**config.mk**
```make
export PLATFORM = sky130hd
export DESIGN_NAME = keyed_sum_max_count_table
export DESIGN_NICKNAME = d
export VERILOG_FILES = /design/src/hdl/kst_pkg.sv /design/src/hdl/kst_ram.sv /design/src/hdl/keyed_sum_max_count_table.sv
export VERILOG_INCLUDE_DIRS = /design/src /design/src/hdl
export SDC_FILE = /design/constraint.sdc
export NUM_CORES = 2
export LEC_CHECK = 0
export BUFFER_PORTS_ARGS = -buffer_cell sky130_fd_sc_hd__buf_2
export CAP_MARGIN = 10
export CORE_ASPECT_RATIO = 0.75
export CORE_MARGIN = 1.5
export CORE_UTILIZATION = 47
export CTS_BUF_LIST = sky130_fd_sc_hd__clkbuf_16
export CTS_CLUSTER_DIAMETER = 200
export DETAILED_ROUTE_END_ITERATION = 10
export HOLD_SLACK_MARGIN = 0.02
export PLACE_DENSITY = 0.63
export REMOVE_ABC_BUFFERS = 1
export SYNTH_ARGS = -nofsm -noshare
export SYNTH_HDL_FRONTEND = slang
export SYNTH_SLANG_ARGS = --single-unit
```
**constraint.sdc**
```tcl
create_clock -name clk -period 25.8 [get_ports clk]
set_input_delay 1.29 -clock clk [delete_from_list [all_inputs] [get_ports clk]]
set_output_delay 1.29 -clock clk [all_outputs]
set_load 0.01 [all_outputs]
```
**src/hdl/keyed_sum_max_count_table_defines.svh**
```systemverilog
// Assertion macros shared by the keyed_sum_max_count_table RTL.
`ifndef KEYED_SUM_MAX_COUNT_TABLE_DEFINES_SVH
`define KEYED_SUM_MAX_COUNT_TABLE_DEFINES_SVH

`ifndef SYNTH
`define KST_ASSERT(label, clk, rst, prop) \
  label: assert property (@(posedge clk) disable iff (rst) prop) \
    else $error("kst assertion failed");
`define KST_NEVER(label, clk, rst, cond) \
  label: assert property (@(posedge clk) disable iff (rst) !(cond)) \
    else $error("kst forbidden condition seen");
`else
`define KST_ASSERT(label, clk, rst, prop)
`define KST_NEVER(label, clk, rst, cond)
`endif

`endif

```
**src/hdl/kst_pkg.sv**
```systemverilog
// Types and constants for the keyed sum/max/count table.
package kst_pkg;

  localparam int TOTAL_W = 64;
  localparam int COUNT_W = 32;
  localparam int CFG_W   = 4;
  localparam int KEY_W   = 8;
  localparam int OIDX_W  = 3;

  localparam logic [1:0] ACT_DEPOSIT = 2'd0;
  localparam logic [1:0] ACT_READ    = 2'd1;
  localparam logic [1:0] ACT_QUERY   = 2'd2;

  localparam logic STATUS_OK  = 1'b0;
  localparam logic STATUS_ERR = 1'b1;

  localparam logic [CFG_W-1:0] ENTRIES_IN_USE_RESET = 4'd8;

  localparam logic [TOTAL_W-1:0] TOTAL_ALL_ONES = {TOTAL_W{1'b1}};

  typedef struct packed {
    logic [1:0]         action;
    logic [KEY_W-1:0]   entry_index;
    logic [TOTAL_W-1:0] amount;
  } in_t;

  typedef struct packed {
    logic               status;
    logic [TOTAL_W-1:0] entry_total;
    logic [TOTAL_W-1:0] entry_largest;
    logic [COUNT_W-1:0] entry_count;
    logic [TOTAL_W-1:0] highest_total;
    logic [OIDX_W-1:0]  highest_index;
    logic [TOTAL_W-1:0] lowest_total;
    logic [OIDX_W-1:0]  lowest_index;
  } out_t;

  // One table row as stored in memory.
  typedef struct packed {
    logic [TOTAL_W-1:0] total;
    logic [TOTAL_W-1:0] largest;
    logic [COUNT_W-1:0] count;
  } entry_t;

endpackage

```
**src/hdl/kst_ram.sv**
```systemverilog
// Generic single-write, single-read RAM with registered read data.
module kst_ram #(
  parameter int WIDTH = 8,
  parameter int DEPTH = 8,
  localparam int AW = (DEPTH > 1) ? $clog2(DEPTH) : 1
) (
  input  logic             clk,
  input  logic             wr_en,
  input  logic [AW-1:0]    wr_addr,
  input  logic [WIDTH-1:0] wr_data,
  input  logic             rd_en,
  input  logic [AW-1:0]    rd_addr,
  output logic [WIDTH-1:0] rd_data
);

  logic [WIDTH-1:0] mem [DEPTH];

  always_ff @(posedge clk) begin
    if (wr_en) begin
      mem[wr_addr] <= wr_data;
    end
    if (rd_en) begin
      rd_data <= mem[rd_addr];
    end
  end

endmodule

```
**src/hdl/keyed_sum_max_count_table.sv**
```systemverilog
// Keyed table of ENTRIES rows (total, largest amount, deposit count) held in one
// RAM with a single read port. A deposit or read is first read from the table;
// a deposit is then modified and written back, and then the result is delivered. An
// item with a bad index or an unknown action skips the read and goes straight to
// delivery. A query walks the entries in use through the read port, one per
// cycle; with no entries in use it reads no rows. One item is in work at a time;
// the next is accepted as soon as the previous result sits in the output
// register, even if it has not been taken yet. The table reads as all zero after
// reset through per-row valid bits, so no clearing pass is needed. entries_in_use
// is written through the cfg port; the user must write it only while the block is
// idle, which the block does not enforce. Values above ENTRIES act as ENTRIES.
`include "keyed_sum_max_count_table_defines.svh"

module keyed_sum_max_count_table
  import kst_pkg::*;
#(
  parameter int ENTRIES = 8
) (
  input  logic             clk,
  input  logic             rst,
  input  logic             cfg_valid,
  output logic             cfg_ready,
  input  logic [CFG_W-1:0] cfg_data,
  input  logic             in_valid,
  output logic             in_ready,
  input  in_t              in_data,
  output logic             out_valid,
  input  logic             out_ready,
  output out_t             out_data
);

  localparam int IDX_W = (ENTRIES > 1) ? $clog2(ENTRIES) : 1;
  localparam int SC_W  = IDX_W + 1;
  localparam int CMP_W = 9;

  localparam logic [2:0] ST_IDLE = 3'd0;
  localparam logic [2:0] ST_MOD  = 3'd1;
  localparam logic [2:0] ST_SCAN = 3'd2;
  localparam logic [2:0] ST_DONE = 3'd3;

  logic [2:0]         state;
  logic [2:0]         state_next;
  logic [CFG_W-1:0]   entries_in_use;
  logic [CFG_W-1:0]   eff_n;
  in_t                req;
  out_t               res;
  out_t               res_init;
  logic [ENTRIES-1:0] entry_valid;
  logic [SC_W-1:0]    scan_cnt;
  logic               pend_valid;
  logic [IDX_W-1:0]   pend_idx;

  logic               ram_wr_en;
  logic [IDX_W-1:0]   ram_wr_addr;
  entry_t             ram_wr_data;
  logic               ram_rd_en;
  logic [IDX_W-1:0]   ram_rd_addr;
  entry_t             ram_rd_data;

  logic               accept;
  logic               load_out;
  logic               idx_bad;
  logic               scan_more;
  logic [IDX_W-1:0]   req_addr;
  entry_t             cur;
  entry_t             upd;
  logic [TOTAL_W-1:0] scan_total;

  assign cfg_ready = 1'b1;
  assign in_ready  = (state == ST_IDLE);
  assign accept    = in_valid && in_ready;
  assign load_out  = (state == ST_DONE) && (!out_valid || out_ready);

  assign eff_n     = (CMP_W'(entries_in_use) < CMP_W'(ENTRIES)) ? entries_in_use
                                                                 : CFG_W'(ENTRIES);
  assign idx_bad   = CMP_W'(in_data.entry_index) >= CMP_W'(eff_n);
  assign scan_more = CMP_W'(scan_cnt) < CMP_W'(eff_n);
  assign req_addr  = req.entry_index[IDX_W-1:0];

  // Rows never written read as zero.
  assign cur = entry_valid[req_addr] ? ram_rd_data : '0;

  always_comb begin
    upd.total   = cur.total + req.amount;
    upd.largest = (cur.largest < req.amount) ? req.amount : cur.largest;
    upd.count   = cur.count + COUNT_W'(1);
  end

  assign scan_total = entry_valid[pend_idx] ? ram_rd_data.total : '0;

  // Starting result for the beat being accepted.
  always_comb begin
    res_init = '0;
    case (in_data.action)
      ACT_DEPOSIT, ACT_READ: res_init.status = idx_bad ? STATUS_ERR : STATUS_OK;
      ACT_QUERY:             res_init.lowest_total = TOTAL_ALL_ONES;
      default:               res_init.status = STATUS_ERR;
    endcase
  end

  always_comb begin
    ram_rd_en   = 1'b0;
    ram_rd_addr = in_data.entry_index[IDX_W-1:0];
    if (accept) begin
      ram_rd_en = (in_data.action == ACT_DEPOSIT || in_data.action == ACT_READ) && !idx_bad;
    end else if (state == ST_SCAN) begin
      ram_rd_en   = scan_more;
      ram_rd_addr = scan_cnt[IDX_W-1:0];
    end
  end

  assign ram_wr_en   = (state == ST_MOD) && (req.action == ACT_DEPOSIT);
  assign ram_wr_addr = req_addr;
  assign ram_wr_data = upd;

  always_comb begin
    state_next = state;
    case (state)
      ST_IDLE: begin
        if (accept) begin
          case (in_data.action)
            ACT_DEPOSIT, ACT_READ: state_next = idx_bad ? ST_DONE : ST_MOD;
            ACT_QUERY:             state_next = ST_SCAN;
            default:               state_next = ST_DONE;
          endcase
        end
      end
      ST_MOD:  state_next = ST_DONE;
      ST_SCAN: begin
        if (!scan_more && !pend_valid) begin
          state_next = ST_DONE;
        end
      end
      ST_DONE: begin
        if (load_out) begin
          state_next = ST_IDLE;
        end
      end
      default: state_next = ST_IDLE;
    endcase
  end

  always_ff @(posedge clk) begin
    if (rst) begin
      state          <= ST_IDLE;
      entries_in_use <= ENTRIES_IN_USE_RESET;
      entry_valid    <= '0;
      pend_valid     <= 1'b0;
      out_valid      <= 1'b0;
    end else begin
      state <= state_next;
      if (cfg_valid && cfg_ready) begin
        entries_in_use <= cfg_data;
      end
      if (ram_wr_en) begin
        entry_valid[ram_wr_addr] <= 1'b1;
      end
      pend_valid <= (state == ST_SCAN) && scan_more;
      if (load_out) begin
        out_valid <= 1'b1;
      end else if (out_ready) begin
        out_valid <= 1'b0;
      end
    end
  end

  always_ff @(posedge clk) begin
    if (accept) begin
      req      <= in_data;
      res      <= res_init;
      scan_cnt <= '0;
    end
    if (state == ST_MOD) begin
      if (req.action == ACT_DEPOSIT) begin
        res.entry_total   <= upd.total;
        res.entry_largest <= upd.largest;
        res.entry_count   <= upd.count;
      end else begin
        res.entry_total   <= cur.total;
        res.entry_largest <= cur.largest;
        res.entry_count   <= cur.count;
      end
    end
    if (state == ST_SCAN) begin
      if (scan_more) begin
        pend_idx <= scan_cnt[IDX_W-1:0];
        scan_cnt <= scan_cnt + SC_W'(1);
      end
      // Strict compares keep the first entry on ties.
      if (pend_valid) begin
        if (scan_total > res.highest_total) begin
          res.highest_total <= scan_total;
          res.highest_index <= OIDX_W'(pend_idx);
        end
        if (scan_total < res.lowest_total) begin
          res.lowest_total <= scan_total;
          res.lowest_index <= OIDX_W'(pend_idx);
        end
      end
    end
    if (load_out) begin
      out_data <= res;
    end
  end

  kst_ram #(
    .WIDTH($bits(entry_t)),
    .DEPTH(ENTRIES)
  ) u_table (
    .clk    (clk),
    .wr_en  (ram_wr_en),
    .wr_addr(ram_wr_addr),
    .wr_data(ram_wr_data),
    .rd_en  (ram_rd_en),
    .rd_addr(ram_rd_addr),
    .rd_data(ram_rd_data)
  );

  `KST_ASSERT(a_load_free_slot, clk, rst, load_out |-> (!out_valid || out_ready))
  `KST_ASSERT(a_bad_index_no_write, clk, rst, (accept && idx_bad && (in_data.action == ACT_DEPOSIT)) |=> !ram_wr_en)
  `KST_NEVER(a_scan_overrun, clk, rst, (state == ST_SCAN) && (CMP_W'(scan_cnt) > CMP_W'(eff_n)))
  `KST_NEVER(a_read_while_write, clk, rst, ram_wr_en && ram_rd_en)

endmodule
```
Word-level counts from Yosys, hierarchy flattened

Memory sizes are Yosys's and may differ from the RTL's. A register that Yosys moved wholly into a read port is not among the register bits.
Index checks and enable logic that the tools add are counted.

ROM bits: 0
Bits in latches: 0
Input bits: 83
Register bits: 683
Output and inout port bits: 298
Memories kept: 1
Memory bits (writable): 1280

Divide/modulo/power cells: 0
Add/subtract/negate cells: 3
Equality and inequality tests: 8
Magnitude comparators: 9
Bitwise gates (word level): 1
Reductions and logical operators: 21
Muxes and demuxes: 37
Shift-type cells: 0
Multipliers: 0

Memory list:

| name        | depth | width | read ports | clocked after memory_dff | wr ports | RTL line      | RTL |
|---|---|---|---|---|---|---|---|
| u_table.mem | 8     | 160   | 1          | 1                        | 1        | kst_ram.sv:16 | `logic [WIDTH-1:0] mem [DEPTH];` |

Operators with widths:

| operator                                                    | count |
|---|---|
| two-way mux 160 bit                                         | 3 |
| two-way mux 294 bit                                         | 1 |
| two-way mux 134 bit                                         | 2 |
| two-way mux 64 bit                                          | 3 |
| two-way mux 67 bit                                          | 2 |
| less-than comparator 64 bit                                 | 2 |
| adder 64 bit                                                | 1 |
| greater-than comparator 64 bit                              | 1 |
| adder 32 x 1 -> 32 bit (second input constant)              | 1 |
| two-way mux 4 bit                                           | 4 |
| two-way mux 3 bit                                           | 5 |
| case mux 3 bit (4 select lines)                             | 1 |
| two-way mux 1 bit                                           | 10 |
| >= comparator 8 x 4 -> 1 bit                                | 1 |
| less-than comparator 3 x 4 -> 1 bit (second input constant) | 2 |
| OR 8 bit                                                    | 1 |
| logical AND 1 bit                                           | 7 |
| binary-select mux 1 bit (select 3 bit)                      | 2 |
| equality test 3 x 2 -> 1 bit (second input constant)        | 2 |
| adder 4 x 1 -> 4 bit (second input constant)                | 1 |
| zero test 1 bit                                             | 4 |
| zero test 2 bit                                             | 2 |
| less-than comparator 4 bit                                  | 1 |
| less-than comparator 4 bit (second input constant)          | 1 |
| other kinds (16)                                            | 19 |

Depth between registers and ports, before layout

Depth in word-level cells: 7
Mapped depth: 20
Mapped depth without buffers: 16

By module

Synthesis repeated with hierarchy kept, for this count alone.

Cell total of the unflattened synthesis: 5222
Area total of the unflattened synthesis: 89180.5 um^2

By module, submodules not included:

| module                    | area each (um^2) | times used | sequential area each (um^2) | cells each |
|---|---|---|---|---|
| kst_ram                   | 53929.2          | 1          | 43241.5                     | 2023 |
| keyed_sum_max_count_table | 35251.3          | 1          | 18938.2                     | 3199 |

Worst setup path before layout

No wires, ideal clock.

Path kind: reg-to-reg
From: reg state[1]
To: mem u_table.mem[4][0] in the netlist's numbering, enable pin
Setup slack: 7.397 ns
Data required time: 24.670 ns
Arrival: 17.273 ns
Cell stages (with the launch flop): 6
Setup time: 1.130 ns
Clock period less this slack: 18.403 ns
Cells stage by stage: dfxtp_1 -> inv_1 -> ha_1 -> clkbuf_1 -> nand2_1 -> nor4b_1

Word-level cells in the longest chain between the ends: 4

Ends and longest elaborated chain:

| element                                 | RTL line                         | RTL |
|---|---|---|
| start, declared                         | keyed_sum_max_count_table.sv:41  | `logic [2:0] state;` |
| start signal, assigned                  | keyed_sum_max_count_table.sv:151 | `state <= state_next;` |
| equality test 3 x 1 -> 1 bit            | keyed_sum_max_count_table.sv:112 | `assign ram_wr_en = (state == ST_MOD) && (req.action == ACT_DEPOSIT);` |
| logical AND 1 bit                       | keyed_sum_max_count_table.sv:112 |  |
| two-way mux 1 bit                       | kst_ram.sv:19                    | `if (wr_en) begin` |
| two-way mux 1 bit (not written as such) | kst_ram.sv:20                    | `mem[wr_addr] <= wr_data;` |
| end, declared                           | kst_ram.sv:16                    |  |

No other way between the ends.

==> out/results.ini <==
[status]
status=finished clean

[setup_path]
rr_endpoint=u_table.mem[4][48]
crit_family=compound AO/OA/AOI/OAI gates
max_stage_delay_ns=0.83
cp-startpoint=ram_wr_addr[0]
crit_path_start_kind=flip-flop
cp.buffers_inverters=1
end_kind=flip-flop
endpoint=u_table.mem[4][48]
r2r_cells=15
worstSetupPathType=flip-flop to flip-flop
cpMaxStageDelayCell=o21ai_0
path_cells=mux2_2 -> a22o_1 -> a221o_4 -> buf_4 -> and2_1 -> ha_1 -> a21o_1 -> a21o_1 -> a211o_1 -> o211ai_1 -> a21oi_1 -> o41ai_1 -> nand3b_1 -> and2_4 -> o21ai_0
critPathArrivalTime_ns=7.93
r2r_setup_slack_ns=18.38
path_depth=15
rr_startpoint=ram_wr_addr[0]
cp.required_ns=26.31
crit_path_frequent_cell=a21o_1
cp_max_fo=64

[detailed_routing]
postRouteAntennaNets=0
drtIter0Drc=5109
via_per_inst=5.78
routed_wl_um=225000
vias=48489
drt_pass1_iterations=6
route.detailed.drc=0
post_drt_wl_per_cell_um=26.8

[yosys]
synth_ff_type=edfxtp_1
synthCells=5300
synth_warnings=0
async_reset_ff_share_pct=0
synth-seq-cells=2122
synth_top_area_share_pct=67.0
yosys-top-cells-area=edfxtp_1 67%, mux4_2 8.2%, ha_1 3.7%
synth_area_per_cell_um2=16.7
yosysUniqueCellTypes=76
yosysTopAreaCell=edfxtp_1
yosysSeqAreaShare_pct=70.4
synth_edf_count=1968
synth_area_um2=88300

[finish]
area_delta_synth_final_pct=12.9
multi_input_area_um2=24200
n_fill_cell=14954
final_nets=6065
final_cells=8393
mostFrequentLayoutCells=1,968 x edfxtp_1, 396 x nand2_1, 379 x buf_2
layout-drive-gt1-share_pct=21.6
regArea_um2=62200
layout_commonest_cell=edfxtp_1

[floorplanning]
start_util_pct=47.4
core_um2=186000
num_rows=137
die_h_um=378
dieArea_um2=190000
die_w_um=503
ios=381

[grt]
antenna_found_initial=12
grt_max_degree=123
grt_pass1_wl_um=326000
grt_pass1_vias=48543
grt_overflow=0
grt_use_total_pct=23.6

[clock_network]
clock_path_buffers=3
ctsHoldBuffers=0
cts_tree=built
clock_sinks=2122
clkTransAtPathRegs_ns=0.06
cts_resized=0
cts_buffers=201
clk_latency_ns=0.85
h-tree-depth=4
post_cts_buffers=0
ctsRootBufferMaster=clkbuf_16

[timing]
post-route-period-util_pct=28.7
hold_slack_ns=0.411
setup_violations=0
fin_crit_ns=7.42
tightestPinTransition_ns=1.19
finalClockSkew_ns=0.0284
fmax_mhz=135
finalMaxSlewViolations=0
hold_violations=0
rsz0062_at_grt=false
maxSlewHeadroom_pct=19.7

[placement]
port-buffer-count=379
place_congestion=0.903
placed_cells=8016
hpwl_um=137000

[power]
vdd_drop_max_v=0.0000593
p_per_area_nw_per_um2=90.5
total_power_mw=9.01
p_leak_nw=35.8

[job]
maxCapViolCount=0

[worst_hold_path]
hold_class=flip-flop to flip-flop

how the worst min path moves through the flow:
stage          startpoint       endpoint  slack [ns]  depth (start not counted)
6_report         res[245]  out_data[245]        0.41                          0
3_3_place_gp     res[171]  out_data[171]        0.40                          0
2_1_floorplan    res[134]  out_data[134]        0.40                          0
5_1_grt          res[237]  out_data[237]        0.42                          0
3_5_place_dp     res[171]  out_data[171]        0.40                          0
4_1_cts          res[237]  out_data[237]        0.42                          0
stage by stage:
step	worst slack, ns	setup TNS [ns]	cell area, um^2	utilization (%)
6_report	18.38	0	99600	53.5
5_1_grt	17.96	0	99600	53.5
4_1_cts	18.22	0	99600	53.5
3_5_place_dp	18.26	0	93200	50.0
3_3_place_gp	18.52	0	93200	50.0
2_1_floorplan	-8.97	-1435.19	87300	-
state kept, by name, indices dropped and copies added, names as in the netlist, 3 cells and up:
register / flops
u_table.mem: 1280
out_data: 295
res: 295
u_table.rd_data: 160
req: 66
entry_valid: 8
entries_in_use: 4
scan_cnt: 4
pend_idx: 3
ram_wr_addr: 3
cell families (layout without fill, tap and decap cells):
logic type / count (synthesis) / in the layout / synth area share [%]
other: 1 / 6 / 0.00425
adder cells (fa/ha/maj): 266 / 266 / 3.78
buffers and inverters: 535 / 1121 / 2.33
AND/OR/NAND/NOR: 929 / 929 / 5.02
flip-flops: 2122 / 2122 / 70.4
AO/OA/AOI/OAI: 652 / 652 / 4.75
XOR/XNOR: 101 / 101 / 1.00
multiplexers: 694 / 694 / 12.7
final cells by class:
class | instances | share of cell area, %
antenna | 5 | 0.0126
clock buffer | 206 | 5.17
clock inverter | 166 | 1.27
inverter | 295 | 1.11
multi-input combinational | 2643 | 24.3
sequential | 2122 | 62.4
tap | 2502 | 3.14
timing repair buffer | 454 | 2.56
cells in the mapped netlist, drive strengths merged (4+ instances only):
library cell,count
edfxtp,1968
nand2,398
mux4,322
inv,295
ha,264
mux2i,210
a21oi,202
mux2,162
clkbuf,154
dfxtp,154
and2,147
o21ai,147
nor2,116
a21o,95
nand3,95
buf,86
a22o,59
nand4,59
xor2,57
xnor2,44
nor3,22
o211ai,21
o21a,19
o21bai,17
a211oi,16
and3,15
nor2b,14
a31oi,13
nor4,13
or3,13
a21boi,9
o31ai,9
and4,7
nand2b,7
or2,7
a2111oi,6
a211o,5
nor3b,5
or4,5
o2111ai,4
power by group:
part | total (mW) | internal, mW | switching, mW | leakage [nW]
clock network | 2.89 | 1.59 | 1.30 | 3.32
registers | 4.55 | 4.31 | 0.236 | 19.1
logic | 1.58 | 0.596 | 0.981 | 13.4
routing by layer:
metal	part of all wire [%]	vias to the layer above	routed length (um)	GRT usage, %
li1	-	21321	-	-
met1	42	24942	94800	33.3
met2	47	1922	105000	37.2
met3	8.6	302	19400	5.20
met4	2.4	2	5440	6.00
met5	0.0058	-	13	0
No activity file was read; power rests on OpenSTA's default activity.
